File: config.mk
export PLATFORM = sky130hd
export DESIGN_NAME = flow_controlled_byte_fifo_flat
export DESIGN_NICKNAME = d
export VERILOG_FILES = /design/src/sv/fbf_pkg.sv /design/src/sv/fbf_in_if.sv /design/src/sv/fbf_out_if.sv /design/src/sv/fbf_ram.sv /design/src/sv/fbf_ctrl.sv /design/src/sv/fbf_dp.sv /design/src/sv/flow_controlled_byte_fifo.sv /design/src/flat_wrapper.sv
export SDC_FILE = /design/constraint.sdc
export NUM_CORES = 1
export LEC_CHECK = 0
export BUFFER_PORTS_ARGS = -buffer_cell sky130_fd_sc_hd__buf_2
export CORE_ASPECT_RATIO = 0.75
export CORE_UTILIZATION = 59
export CTS_BUF_LIST = sky130_fd_sc_hd__clkbuf_2 sky130_fd_sc_hd__clkbuf_4 sky130_fd_sc_hd__clkbuf_8
export CTS_CLUSTER_SIZE = 30
export DETAILED_ROUTE_END_ITERATION = 12
export PLACE_DENSITY = 0.89
export SLEW_MARGIN = 25
export SYNTH_ARGS = -nofsm -noshare
export SYNTH_HDL_FRONTEND = slang
export SYNTH_SLANG_ARGS = --single-unit
File: constraint.sdc
create_clock -name i_clk -period 16.8 [get_ports i_clk]
set_input_delay 4.2 -clock i_clk [delete_from_list [all_inputs] [get_ports i_clk]]
set_output_delay 4.2 -clock i_clk [all_outputs]
set_load 0.03 [all_outputs]
File: src/sv/fbf_pkg.sv
// Shared types, constants and helpers for the flow-controlled byte FIFO.
package fbf_pkg;

    localparam int DEPTH       = 32;
    localparam int AW          = $clog2(DEPTH);
    localparam int CNT_W       = $clog2(DEPTH + 1);
    localparam int MAX_RESULTS = 32;

    localparam int ACT_W   = 3;
    localparam int BYTE_W  = 8;
    localparam int FCNT_W  = 6;
    localparam int TOT_W   = 32;
    localparam int PADDR_W = 3;
    localparam int PDATA_W = 32;

    localparam logic [FCNT_W-1:0] CAP_RESET = 6'd32;
    localparam logic [0:0] REG_CAPACITY = 1'b0;

    typedef enum logic [ACT_W-1:0] {
        ACT_WRITE = 3'd0,
        ACT_END   = 3'd1,
        ACT_PEEK  = 3'd2,
        ACT_POP   = 3'd3,
        ACT_READ  = 3'd4
    } t_action;

    typedef enum logic {
        ST_IDLE,
        ST_STREAM
    } t_state;

    typedef struct packed {
        logic take;
        logic issue;
        logic move;
        logic drain;
    } t_dp_cmd;

    typedef struct packed {
        logic multi;
        logic issue_left;
        logic last_deliver;
        logic rd_pend;
        logic out_busy;
    } t_dp_stat;

    typedef struct packed {
        logic [BYTE_W-1:0] out_byte;
        logic              byte_valid;
        logic              last;
        logic              accepted;
        logic [FCNT_W-1:0] occupancy;
        logic [FCNT_W-1:0] room_left;
        logic [TOT_W-1:0]  total_written;
        logic [TOT_W-1:0]  total_read;
        logic              ended;
        logic              at_eof;
    } t_result;

    // Ring slot at base plus offset, offset at most DEPTH.
    function automatic logic [AW-1:0] f_slot(input logic [AW-1:0] base,
                                             input logic [CNT_W-1:0] off);
        logic [CNT_W:0] sum;
        sum = (CNT_W+1)'(base) + (CNT_W+1)'(off);
        if (sum >= (CNT_W+1)'(DEPTH)) begin
            sum = sum - (CNT_W+1)'(DEPTH);
        end
        return AW'(sum);
    endfunction

endpackage

File: src/sv/fbf_in_if.sv
// Request channel: one action with its byte and count per transaction.
interface fbf_in_if;
    logic                         valid;
    logic                         ready;
    logic [fbf_pkg::ACT_W-1:0]    action;
    logic [fbf_pkg::BYTE_W-1:0]   in_byte;
    logic [fbf_pkg::FCNT_W-1:0]   req_count;

    modport source (output valid, action, in_byte, req_count, input ready);
    modport sink   (input valid, action, in_byte, req_count, output ready);
endinterface

File: src/sv/fbf_out_if.sv
// Result channel: one delivered byte or status word per transaction.
interface fbf_out_if;
    logic                         valid;
    logic                         ready;
    logic [fbf_pkg::BYTE_W-1:0]   out_byte;
    logic                         byte_valid;
    logic                         last;
    logic                         accepted;
    logic [fbf_pkg::FCNT_W-1:0]   occupancy;
    logic [fbf_pkg::FCNT_W-1:0]   room_left;
    logic [fbf_pkg::TOT_W-1:0]    total_written;
    logic [fbf_pkg::TOT_W-1:0]    total_read;
    logic                         ended;
    logic                         at_eof;

    modport source (output valid, out_byte, byte_valid, last, accepted, occupancy,
                    room_left, total_written, total_read, ended, at_eof, input ready);
    modport sink   (input valid, out_byte, byte_valid, last, accepted, occupancy,
                    room_left, total_written, total_read, ended, at_eof, output ready);
endinterface

File: src/sv/fbf_ram.sv
// Generic single-write, single-read RAM with registered read data.
module fbf_ram #(
    parameter int WIDTH = 8,
    parameter int DEPTH = 32
) (
    input  logic                     i_clk,
    input  logic                     i_we,
    input  logic [$clog2(DEPTH)-1:0] i_waddr,
    input  logic [WIDTH-1:0]         i_wdata,
    input  logic                     i_re,
    input  logic [$clog2(DEPTH)-1:0] i_raddr,
    output logic [WIDTH-1:0]         o_rdata
);
    logic [WIDTH-1:0] r_mem [DEPTH];
    logic [WIDTH-1:0] r_rdata;

    always_ff @(posedge i_clk) begin
        if (i_we) begin
            r_mem[i_waddr] <= i_wdata;
        end
        // hold read data until the next read
        if (i_re) begin
            r_rdata <= r_mem[i_raddr];
        end
    end

    assign o_rdata = r_rdata;
endmodule

File: src/sv/fbf_ctrl.sv
// Controller: sequences item acceptance and byte streaming for the datapath.
module fbf_ctrl (
    input  logic              i_clk,
    input  logic              i_rst_n,
    input  logic              i_in_valid,
    output logic              o_in_ready,
    input  logic              i_out_ready,
    input  fbf_pkg::t_dp_stat i_stat,
    output fbf_pkg::t_dp_cmd  o_cmd
);
    import fbf_pkg::*;

    t_state r_state;
    t_state n_state;
    logic   out_free;

    always_ff @(posedge i_clk) begin
        if (!i_rst_n) begin
            r_state <= ST_IDLE;
        end else begin
            r_state <= n_state;
        end
    end

    always_comb begin
        n_state     = r_state;
        o_in_ready  = 1'b0;
        o_cmd       = '0;
        out_free    = !i_stat.out_busy || i_out_ready;
        o_cmd.drain = i_stat.out_busy && i_out_ready;
        case (r_state)
            ST_IDLE: begin
                o_in_ready = out_free;
                o_cmd.take = i_in_valid && out_free;
                if (o_cmd.take && i_stat.multi) begin
                    n_state = ST_STREAM;
                end
            end
            ST_STREAM: begin
                // move the fetched byte out, and refetch in the same cycle
                o_cmd.move  = i_stat.rd_pend && out_free;
                o_cmd.issue = i_stat.issue_left && (!i_stat.rd_pend || o_cmd.move);
                if (o_cmd.move && i_stat.last_deliver) begin
                    n_state = ST_IDLE;
                end
            end
            default: begin
                n_state = ST_IDLE;
            end
        endcase
    end
endmodule

File: src/sv/fbf_dp.sv
// Datapath: byte store, pointers, totals, stream counters and result register.
module fbf_dp (
    input  logic                        i_clk,
    input  logic                        i_rst_n,
    input  logic [fbf_pkg::ACT_W-1:0]   i_action,
    input  logic [fbf_pkg::BYTE_W-1:0]  i_in_byte,
    input  logic [fbf_pkg::FCNT_W-1:0]  i_req_count,
    input  logic [fbf_pkg::FCNT_W-1:0]  i_capacity,
    input  fbf_pkg::t_dp_cmd            i_cmd,
    output fbf_pkg::t_dp_stat           o_stat,
    output logic                        o_res_valid,
    output fbf_pkg::t_result            o_res
);
    import fbf_pkg::*;

    t_action           act;
    logic [AW-1:0]     r_head,    n_head;
    logic [CNT_W-1:0]  r_fill,    n_fill;
    logic [TOT_W-1:0]  r_written, n_written;
    logic [TOT_W-1:0]  r_read,    n_read;
    logic              r_ended,   n_ended;
    logic [AW-1:0]     r_rd_addr;
    logic [CNT_W-1:0]  r_left_issue;
    logic [CNT_W-1:0]  r_left_deliver;
    logic              r_rd_pend;
    logic              r_res_valid;
    t_result           r_res;
    t_result           n_res;
    logic [CNT_W-1:0]  eff_cap;
    logic [CNT_W-1:0]  run_len;
    logic [CNT_W-1:0]  room;
    logic              can_write;
    logic              wr_ok;
    logic              multi;
    logic [BYTE_W-1:0] ram_rdata;

    assign act = t_action'(i_action);

    always_comb begin
        if (32'(i_capacity) > DEPTH) begin
            eff_cap = CNT_W'(DEPTH);
        end else begin
            eff_cap = CNT_W'(i_capacity);
        end
        if (32'(i_req_count) < 32'(r_fill)) begin
            run_len = CNT_W'(i_req_count);
        end else begin
            run_len = r_fill;
        end
        if (32'(run_len) > MAX_RESULTS) begin
            run_len = CNT_W'(MAX_RESULTS);
        end
    end

    assign can_write = r_fill < eff_cap;
    assign wr_ok     = i_cmd.take && (act == ACT_WRITE) && can_write;
    assign multi     = ((act == ACT_PEEK) || (act == ACT_READ)) && (run_len != '0);

    // state after the step; equals the current state while streaming
    always_comb begin
        n_head    = r_head;
        n_fill    = r_fill;
        n_written = r_written;
        n_read    = r_read;
        n_ended   = r_ended;
        if (i_cmd.take) begin
            case (act)
                ACT_WRITE: begin
                    if (can_write) begin
                        n_fill    = r_fill + CNT_W'(1);
                        n_written = r_written + TOT_W'(1);
                    end
                end
                ACT_END: begin
                    n_ended = 1'b1;
                end
                ACT_POP, ACT_READ: begin
                    n_head = f_slot(r_head, run_len);
                    n_fill = r_fill - run_len;
                    n_read = r_read + TOT_W'(run_len);
                end
                default: begin
                end
            endcase
        end
    end

    assign room = (n_fill < eff_cap) ? eff_cap - n_fill : '0;

    always_comb begin
        n_res.occupancy     = FCNT_W'(n_fill);
        n_res.room_left     = FCNT_W'(room);
        n_res.total_written = n_written;
        n_res.total_read    = n_read;
        n_res.ended         = n_ended;
        n_res.at_eof        = n_ended && (n_fill == '0);
        if (i_cmd.move) begin
            n_res.out_byte   = ram_rdata;
            n_res.byte_valid = 1'b1;
            n_res.last       = r_left_deliver == CNT_W'(1);
            n_res.accepted   = 1'b0;
        end else begin
            n_res.out_byte   = '0;
            n_res.byte_valid = 1'b0;
            n_res.last       = 1'b1;
            n_res.accepted   = wr_ok;
        end
    end

    always_ff @(posedge i_clk) begin
        if (!i_rst_n) begin
            r_head         <= '0;
            r_fill         <= '0;
            r_written      <= '0;
            r_read         <= '0;
            r_ended        <= 1'b0;
            r_left_issue   <= '0;
            r_left_deliver <= '0;
            r_rd_pend      <= 1'b0;
            r_res_valid    <= 1'b0;
        end else begin
            r_head    <= n_head;
            r_fill    <= n_fill;
            r_written <= n_written;
            r_read    <= n_read;
            r_ended   <= n_ended;
            if (i_cmd.take && multi) begin
                r_left_issue   <= run_len;
                r_left_deliver <= run_len;
            end else begin
                if (i_cmd.issue) begin
                    r_left_issue <= r_left_issue - CNT_W'(1);
                end
                if (i_cmd.move) begin
                    r_left_deliver <= r_left_deliver - CNT_W'(1);
                end
            end
            if (i_cmd.issue) begin
                r_rd_pend <= 1'b1;
            end else if (i_cmd.move) begin
                r_rd_pend <= 1'b0;
            end
            if ((i_cmd.take && !multi) || i_cmd.move) begin
                r_res_valid <= 1'b1;
            end else if (i_cmd.drain) begin
                r_res_valid <= 1'b0;
            end
        end
    end

    always_ff @(posedge i_clk) begin
        if (i_cmd.take && multi) begin
            r_rd_addr <= r_head;
        end else if (i_cmd.issue) begin
            r_rd_addr <= f_slot(r_rd_addr, CNT_W'(1));
        end
        if ((i_cmd.take && !multi) || i_cmd.move) begin
            r_res <= n_res;
        end
    end

    fbf_ram #(
        .WIDTH (BYTE_W),
        .DEPTH (DEPTH)
    ) u_ram (
        .i_clk   (i_clk),
        .i_we    (wr_ok),
        .i_waddr (f_slot(r_head, r_fill)),
        .i_wdata (i_in_byte),
        .i_re    (i_cmd.issue),
        .i_raddr (r_rd_addr),
        .o_rdata (ram_rdata)
    );

    assign o_stat.multi        = multi;
    assign o_stat.issue_left   = r_left_issue != '0;
    assign o_stat.last_deliver = r_left_deliver == CNT_W'(1);
    assign o_stat.rd_pend      = r_rd_pend;
    assign o_stat.out_busy     = r_res_valid;
    assign o_res_valid         = r_res_valid;
    assign o_res               = r_res;
endmodule

File: src/sv/flow_controlled_byte_fifo.sv
// Top level of the flow-controlled byte FIFO: capacity register, controller, datapath.
// A write, end, pop or status-only request gives a single status result, and a new request is
// taken every cycle while the result side keeps up; a peek or read of n bytes (n cut to the
// fill level) runs as the request, the registered read of the byte store, then one byte per
// cycle while the result side keeps up, and the next request is taken once the
// last byte has moved into the result register. Every result carries the status after
// its request. The capacity register sits at byte address 0 of the APB port and resets
// to 32; write it only while no request is in flight.
module flow_controlled_byte_fifo (
    input  logic                         i_clk,
    input  logic                         i_rst_n,
    fbf_in_if.sink                       i_in,
    fbf_out_if.source                    o_out,
    input  logic                         psel,
    input  logic                         penable,
    input  logic                         pwrite,
    input  logic [fbf_pkg::PADDR_W-1:0]  paddr,
    input  logic [fbf_pkg::PDATA_W-1:0]  pwdata,
    output logic [fbf_pkg::PDATA_W-1:0]  prdata,
    output logic                         pready
);
    import fbf_pkg::*;

    logic [FCNT_W-1:0] r_capacity;
    logic [0:0]        reg_idx;
    t_dp_cmd           cmd;
    t_dp_stat          stat;
    logic              res_valid;
    t_result           res;

    assign reg_idx = paddr[PADDR_W-1:2];
    assign pready  = 1'b1;
    assign prdata  = (reg_idx == REG_CAPACITY) ? PDATA_W'(r_capacity) : '0;

    always_ff @(posedge i_clk) begin
        if (!i_rst_n) begin
            r_capacity <= CAP_RESET;
        end else if (psel && penable && pwrite && (reg_idx == REG_CAPACITY)) begin
            r_capacity <= pwdata[FCNT_W-1:0];
        end
    end

    fbf_ctrl u_ctrl (
        .i_clk       (i_clk),
        .i_rst_n     (i_rst_n),
        .i_in_valid  (i_in.valid),
        .o_in_ready  (i_in.ready),
        .i_out_ready (o_out.ready),
        .i_stat      (stat),
        .o_cmd       (cmd)
    );

    fbf_dp u_dp (
        .i_clk       (i_clk),
        .i_rst_n     (i_rst_n),
        .i_action    (i_in.action),
        .i_in_byte   (i_in.in_byte),
        .i_req_count (i_in.req_count),
        .i_capacity  (r_capacity),
        .i_cmd       (cmd),
        .o_stat      (stat),
        .o_res_valid (res_valid),
        .o_res       (res)
    );

    assign o_out.valid         = res_valid;
    assign o_out.out_byte      = res.out_byte;
    assign o_out.byte_valid    = res.byte_valid;
    assign o_out.last          = res.last;
    assign o_out.accepted      = res.accepted;
    assign o_out.occupancy     = res.occupancy;
    assign o_out.room_left     = res.room_left;
    assign o_out.total_written = res.total_written;
    assign o_out.total_read    = res.total_read;
    assign o_out.ended         = res.ended;
    assign o_out.at_eof        = res.at_eof;
endmodule

File: src/flat_wrapper.sv
// flat-port wrapper written by rule: the top's interface ports become plain ports
module flow_controlled_byte_fifo_flat import fbf_pkg::*;
  (i_clk, i_rst_n, psel, penable, pwrite, paddr, pwdata, prdata, pready, i_in_valid, i_in_action, i_in_in_byte, i_in_req_count, i_in_ready, o_out_valid, o_out_out_byte, o_out_byte_valid, o_out_last, o_out_accepted, o_out_occupancy, o_out_room_left, o_out_total_written, o_out_total_read, o_out_ended, o_out_at_eof, o_out_ready);
  fbf_in_if i_in_i ();
  fbf_out_if o_out_i ();
  input  logic i_clk;
  input  logic i_rst_n;
  input  logic psel;
  input  logic penable;
  input  logic pwrite;
  input  logic [fbf_pkg::PADDR_W-1:0] paddr;
  input  logic [fbf_pkg::PDATA_W-1:0] pwdata;
  output logic [fbf_pkg::PDATA_W-1:0] prdata;
  output logic pready;
  input wire logic [$bits(i_in_i.valid)-1:0] i_in_valid;
  input wire logic [$bits(i_in_i.action)-1:0] i_in_action;
  input wire logic [$bits(i_in_i.in_byte)-1:0] i_in_in_byte;
  input wire logic [$bits(i_in_i.req_count)-1:0] i_in_req_count;
  output wire logic [$bits(i_in_i.ready)-1:0] i_in_ready;
  output wire logic [$bits(o_out_i.valid)-1:0] o_out_valid;
  output wire logic [$bits(o_out_i.out_byte)-1:0] o_out_out_byte;
  output wire logic [$bits(o_out_i.byte_valid)-1:0] o_out_byte_valid;
  output wire logic [$bits(o_out_i.last)-1:0] o_out_last;
  output wire logic [$bits(o_out_i.accepted)-1:0] o_out_accepted;
  output wire logic [$bits(o_out_i.occupancy)-1:0] o_out_occupancy;
  output wire logic [$bits(o_out_i.room_left)-1:0] o_out_room_left;
  output wire logic [$bits(o_out_i.total_written)-1:0] o_out_total_written;
  output wire logic [$bits(o_out_i.total_read)-1:0] o_out_total_read;
  output wire logic [$bits(o_out_i.ended)-1:0] o_out_ended;
  output wire logic [$bits(o_out_i.at_eof)-1:0] o_out_at_eof;
  input wire logic [$bits(o_out_i.ready)-1:0] o_out_ready;
  assign i_in_i.valid = i_in_valid;
  assign i_in_i.action = i_in_action;
  assign i_in_i.in_byte = i_in_in_byte;
  assign i_in_i.req_count = i_in_req_count;
  assign i_in_ready = i_in_i.ready;
  assign o_out_valid = o_out_i.valid;
  assign o_out_out_byte = o_out_i.out_byte;
  assign o_out_byte_valid = o_out_i.byte_valid;
  assign o_out_last = o_out_i.last;
  assign o_out_accepted = o_out_i.accepted;
  assign o_out_occupancy = o_out_i.occupancy;
  assign o_out_room_left = o_out_i.room_left;
  assign o_out_total_written = o_out_i.total_written;
  assign o_out_total_read = o_out_i.total_read;
  assign o_out_ended = o_out_i.ended;
  assign o_out_at_eof = o_out_i.at_eof;
  assign o_out_i.ready = o_out_ready;
  flow_controlled_byte_fifo u_core (.i_clk(i_clk), .i_rst_n(i_rst_n), .i_in(i_in_i), .o_out(o_out_i), .psel(psel), .penable(penable), .pwrite(pwrite), .paddr(paddr), .pwdata(pwdata), .prdata(prdata), .pready(pready));
endmodule
After elaboration in Yosys (flattened, before gate mapping)
Memories as Yosys holds them, arrays and structs flattened. A register that Yosys moved wholly into a read port is not among the register bits.
Cells that the tools add are included.
{"block": "word_totals", "ff_bits": 191, "latchBits": 0, "ramBits": 256, "romBits": 0, "output_inout_bits": 124, "elab_cells": 119, "mem_count": 1}
{"name": "u_core.u_dp.u_ram.r_mem", "words": 32, "word_bits": 8, "rd": 1, "rd_clocked_by_memory_dff": 1, "wr": 1, "line_no": "fbf_ram.sv:14", "source": "logic [WIDTH-1:0] r_mem [DEPTH];"}
{"block": "classes", "add_sub_neg": 13, "n_mul": 0, "div_mod_pow": 0, "order_cmp": 8, "eq_ne": 5, "shifts": 0, "muxes": 36, "bitwise_logic": 2, "reduce_logical": 32}
{"cell": "$mux W32", "n": 5}
{"cell": "$mux W6", "n": 10}
{"cell": "$add A32 B1 Y32 const B", "n": 1}
{"cell": "$add A32 B6 Y32", "n": 1}
{"cell": "$mux W5", "n": 5}
{"cell": "$lt A6 B6 Y1", "n": 3}
{"cell": "$logic_and A1 B1 Y1", "n": 15}
{"cell": "$sub A5 B1 Y5 const B", "n": 3}
{"cell": "$add A5 B6 Y7", "n": 2}
{"cell": "$ge A7 B6 Y1 const B", "n": 2}
{"cell": "$gt A6 B6 Y1 const B", "n": 2}
{"cell": "$mux W1", "n": 12}
{"cell": "$pmux W6 S2", "n": 1}
{"cell": "$reduce_bool A6 Y1", "n": 2}
{"cell": "$sub A6 B1 Y6 const B", "n": 2}
{"cell": "$sub A6 B6 Y6", "n": 2}
{"cell": "$reduce_bool A2 Y1", "n": 4}
{"cell": "$add A5 B1 Y6 const B", "n": 1}
{"cell": "$add A6 B1 Y6 const B", "n": 1}
{"cell": "$eq A3 B2 Y1 const B", "n": 2}
{"cell": "$eq A6 B1 Y1 const B", "n": 1}
{"cell": "$ge A6 B6 Y1 const B", "n": 1}
{"cell": "$logic_not A6 Y1", "n": 1}
{"cell": "$logic_or A1 B1 Y1", "n": 4}
{"cell": "10 further kinds", "n": 13}

Longest topological paths before layout
{"block": "logic_depth", "ltp_word": 10, "mapped_depth": 21, "mapped_depth_nobuf": 21}

Modules after synthesis
Synthesis repeated with hierarchy kept, for this count alone.
{"block": "unflattened", "hier_cells": 1335, "area_unflattened_um2": 19771.5}
{"mod": "fbf_ram", "n_inst": 1, "cells_each": 417, "area_each_um2": 10133.5, "seq_area_each_um2": 7927.6}
{"mod": "fbf_dp", "n_inst": 1, "cells_each": 844, "area_each_um2": 9029.9, "seq_area_each_um2": 4624.4}
{"mod": "flow_controlled_byte_fifo", "n_inst": 1, "cells_each": 62, "area_each_um2": 518.0, "seq_area_each_um2": 120.1}
{"mod": "fbf_ctrl", "n_inst": 1, "cells_each": 12, "area_each_um2": 90.1, "seq_area_each_um2": 20.0}

Worst setup path before layout
OpenSTA, ideal clock, no wires.
{"block": "synth_timing", "path_type": "input to output", "start": "in o_out_ready", "end": "out i_in_ready", "t_arrival_ns": 4.695, "t_required_ns": 12.600, "setup_slack_ns": 7.905, "stages": 2, "path_buffers": 0, "path_cell_list": "nor2b_1 nor2_1"}
{"block": "synth_between", "elab_chain_cells": 2}
{"item": "start, declared", "line_no": "flat_wrapper.sv:31", "source": "input wire logic [$bits(o_out_i.ready)-1:0] o_out_ready;"}
{"item": "$logic_or A1 B1 Y1", "line_no": "fbf_ctrl.sv:29", "source": "out_free = !i_stat.out_busy || i_out_ready;"}
{"item": "$mux W1", "line_no": "fbf_ctrl.sv:31", "source": "case (r_state)"}
{"item": "end, declared", "line_no": "flat_wrapper.sv:19", "source": "output wire logic [$bits(i_in_i.ready)-1:0] i_in_ready;"}
No other way between the ends.

Worst setup path after layout
Same ends and word-level chain as after synthesis.

==> metrics.md <==
| Metric | Value |
|---|---|
| Htree depth | `3` |
| Via count | `around 12000` |
| Initial Util | `between 60 and 70%` |
| R2R depth | `19` |
| IO Count | `183` |
| CTS tree | `done` |
| Proportion of layout cells with a drive suffix above 1 | `a little under a quarter` |
| Slowest Stage Delay on Critical Path | `approximately 0.45 ns` |
| Horiz. Die Dim | `approximately 210 um` |
| Largest family of logic cells by synthesized area | `multiplexers` |
| R2r setup slk | `between 10 and 15 ns` |
| Post-cts sizing count | `0` |
| Final wirelength | `43700 um` |
| P_leak | `approximately 8 nW` |
| Crit end category | `output port` |
| Row count | `57` |
| Placed Area | `just over 20000 um^2` |
| Post-detail-place hpwl | `around 28000 um` |
| Clock Pin Slew Worst Setup and Hold Paths | `0.06 ns` |
| Worst-margin pin slew | `between 1 and 1.5 ns` |
| Vias in the first global route | `approximately 12000` |
| Register area share after synthesis | `64.7%` |
| Total CTS buffers | `68` |
| WHS Path Cells | `2` |
| Slew Viols, Final | `0` |
| Distinct cells, synth | `between 70 and 80` |
| Synth Area in XOR/XNOR | `under 10%` |
| HP Start | `u_core.u_dp.r_rd_pend$_SDFFE_PN0P_` |
| First-pass GRT wire length | `between 60000 and 70000 um` |
| FF/Latch Area | `about 13000 um^2` |
| Antenna violations before repair | `3` |
| Crit path DAT | `5.03 ns` |
| Postcts setup bufs | `0` |
| Fillers | `approximately 2100` |
| CP most frequent cell | `buf_2` |
| GRT Residual Overflow | `0` |
| Post-synth ARST share | `0%` |
| Worst hold-check path type | `reg2reg` |
| Final hold vios | `0` |
| Worst Path Required | `12.60 ns` |
| Largest net degree at the start of global routing | `90` |
| RR Startpoint | `u_core.u_dp.r_fill[2]$_SDFF_PN0_` |
| Routed WL per cell | `about 22 um` |
| Fmax | `about 110 MHz` |
| CP startpoint kind | `input pin` |
| # setup viols final | `0` |
| Status | `completed` |
| Adder-cell share of the synthesized area | `under 10%` |
| Critical path type | `in2out` |
| Critical Path Fanout Max | `6` |
| Worst Hold Endpoint | `u_core.u_dp.r_rd_pend$_SDFFE_PN0P_` |
| Fin crit period | `roughly 9.2 ns` |
| Mux contribution to synthesized area | `10.8%` |
| Post-synthesis simple-gate area fraction | `approximately a tenth` |
| Main synth FF type | `edfxtp_1` |
| CTS Sinks | `approximately 460` |
| Post-route DRC | `0` |
| Final instance area | `around 22000 um^2` |
| Footprint of the multi-input gates | `6460 um^2` |
| Synthesized instance count | `about 1300` |
| Die Ht | `between 150 and 200 um` |
| PwrDens | `110 nW/um^2` |
| Final setup TNS | `0 ns` |
| Fin util | `67.5%` |
| Worst ir drop on vdd | `around 80 uV` |
| Final WS setup | `7.57 ns` |
| Post-synth EDFFs | `358` |
| Yosys warning count | `0` |
| Post-CTS Hold Buffers | `0` |
| Avg Inst Size Synth | `between 10 and 15 um^2` |
| CTS max path bufs | `3` |
| Initial DRC Count | `between 1000 and 1500` |
| Core ar. | `between 30000 and 40000 um^2` |
| PortBufs | `127` |
| Clock Latency Late Sink | `0.61 ns` |
| Die Area | `34000 um^2` |
| TritonRoute pass-1 iters | `5` |
| Area Overhead vs Synth | `12.0%` |
| Routed Antenna Nets | `0` |
| Max Cap Viol | `0` |
| Fin nets | `approximately 1600` |
| Final Cycle Share | `approximately 55%` |
| Total Power | `about 2.4 mW` |
| Via density per instance | `6.07` |
| FF+latch count, synth | `between 400 and 500` |
| Post-synthesis compound-gate area fraction | `around 4.0%` |
| DP Worst Slack | `around 7.6 ns` |
| R2R Path End | `u_core.u_dp.o_res[70]$_SDFFCE_PP0P_` |
| Gr usage total | `26.2%` |
| Clock Tree Root | `clkbuf_8` |
| Worst path cell trace | `buf_2, nor2b_1, nor2_1, buf_2` |
| RSZ-0062 raised after global routing | `no` |
| RePlAce Congestion | `0.868` |
| Skew final | `0.0445 ns` |
| Mapped Area | `19600 um^2` |
| Slowest cell on crit path | `nor2b_1` |
| Worst slew margin | `a little over 30%` |
==> layer usage <==
metal  GRT usage, %  wire, um  share of wire (%)  vias to the layer above
met2           40.8     20600                 47                      695
met3           6.10      4360                 10                      103
met1           36.7     17600                 40                     5908
met4           8.37      1100                2.5                        2
li1               -         -                  -                     5245
met5              0        13              0.030                        -
==> cell families after synthesis <==
group                      Yosys count
DFF                                455
AOI/OAI and AO/OA                  112
and+or+nand+nor                    386
adders and majority gates           47
muxes                              110
other                                2
buffers and inverters              119
xor gates and xnor gates            83
==> flip-flops by register name, indices dropped and copies added (netlist names) <==
register and count:
u_core.r_capacity 6, u_core.u_ctrl.r_state 1, u_core.u_dp.o_res 89, u_core.u_dp.o_res_valid 1, u_core.u_dp.r_ended 1, u_core.u_dp.r_fill 6, u_core.u_dp.r_head 5, u_core.u_dp.r_left_deliver 6
u_core.u_dp.r_left_issue 6, u_core.u_dp.r_rd_addr 5, u_core.u_dp.r_rd_pend 1, u_core.u_dp.r_read 32, u_core.u_dp.r_written 32, u_core.u_dp.u_ram.o_rdata 8, u_core.u_dp.u_ram.r_mem 256
==> worst max-delay path by stage <==
stage                      startpoint    endpoint  slack (ns)
final                     o_out_ready  i_in_ready        7.57
after global routing      o_out_ready  i_in_ready        7.53
after global placement    o_out_ready  i_in_ready        7.63
after CTS                 o_out_ready  i_in_ready        7.60
after floorplan           o_out_ready  i_in_ready        7.90
after detailed placement  o_out_ready  i_in_ready        7.60
==> where the power goes <==
group          leakage (nW)  total, mW  internal [mW]  switching, mW
Sequential             4.09       1.26           1.25         0.0151
Clock                 0.722      0.904          0.486          0.418
Combinational          3.17      0.249         0.0775          0.172
Total                  7.98       2.42           1.81          0.605
==> layout by cell type, fill, tap and decap left out, types with 6 or more instances in the layout <==
cell / n
a21oi_1: 24
o21ai_0: 16
nor3_1: 18
or3_1: 6
mux2_2: 15
and3_1: 11
mux2i_1: 15
clkinv_1: 8
ha_1: 42
inv_1: 49
nand2b_1: 9
nor4_2: 6
and4_1: 6
o211ai_1: 7
a211oi_1: 8
and2_1: 76
mux4_2: 80
a21o_1: 7
buf_2: 127
nor4_1: 16
clkbuf_8: 78
nand4_1: 20
nor2_1: 86
clkinv_2: 8
dfxtp_1: 97
nand3_1: 31
clkbuf_4: 20
edfxtp_1: 358
xnor2_1: 57
nand2_1: 66
buf_4: 7
nor2b_1: 14
xor2_1: 26
conb_1: 27
==> cells in the mapped netlist (26+ instances only) <==
cell type	instances	area, um^2
xnor2_1	57	499
and2_1	76	475
xor2_1	26	228
nand3_1	31	155
dfxtp_1	97	1940
edfxtp_1	358	10800
ha_1	42	526
inv_1	49	184
nor2_1	86	323
nand2_1	66	248
clkbuf_1	28	105
buf_4	27	203
mux4_2	80	1800
==> area by class of cell <==
| type | instances | share of cell area [%] |
|---|---|---|
| diodes | 2 | 0.0228 |
| multi-input cells | 765 | 29.4 |
| well taps | 442 | 2.52 |
| clock buffers | 98 | 5.57 |
| repair buffers | 135 | 3.19 |
| clock inverters | 20 | 0.610 |
| flip-flops and latches | 455 | 57.8 |
| inverters | 51 | 0.872 |
==> worst max-delay path: cells and delay by family <==
kind	cells	cell delay [ns]
buffers and inverters	2	0.31
and+or+nand+nor	2	0.52
==> metrics by stage <==
step                instances  hold slack (ns)
floorplan                1339            0.430
global placement         1848            0.459
detailed placement       1848            0.476
CTS                      1966            0.490
global route             1966            0.508
finish                   1968            0.503
Note: power is estimated with default switching activity, not from simulation.
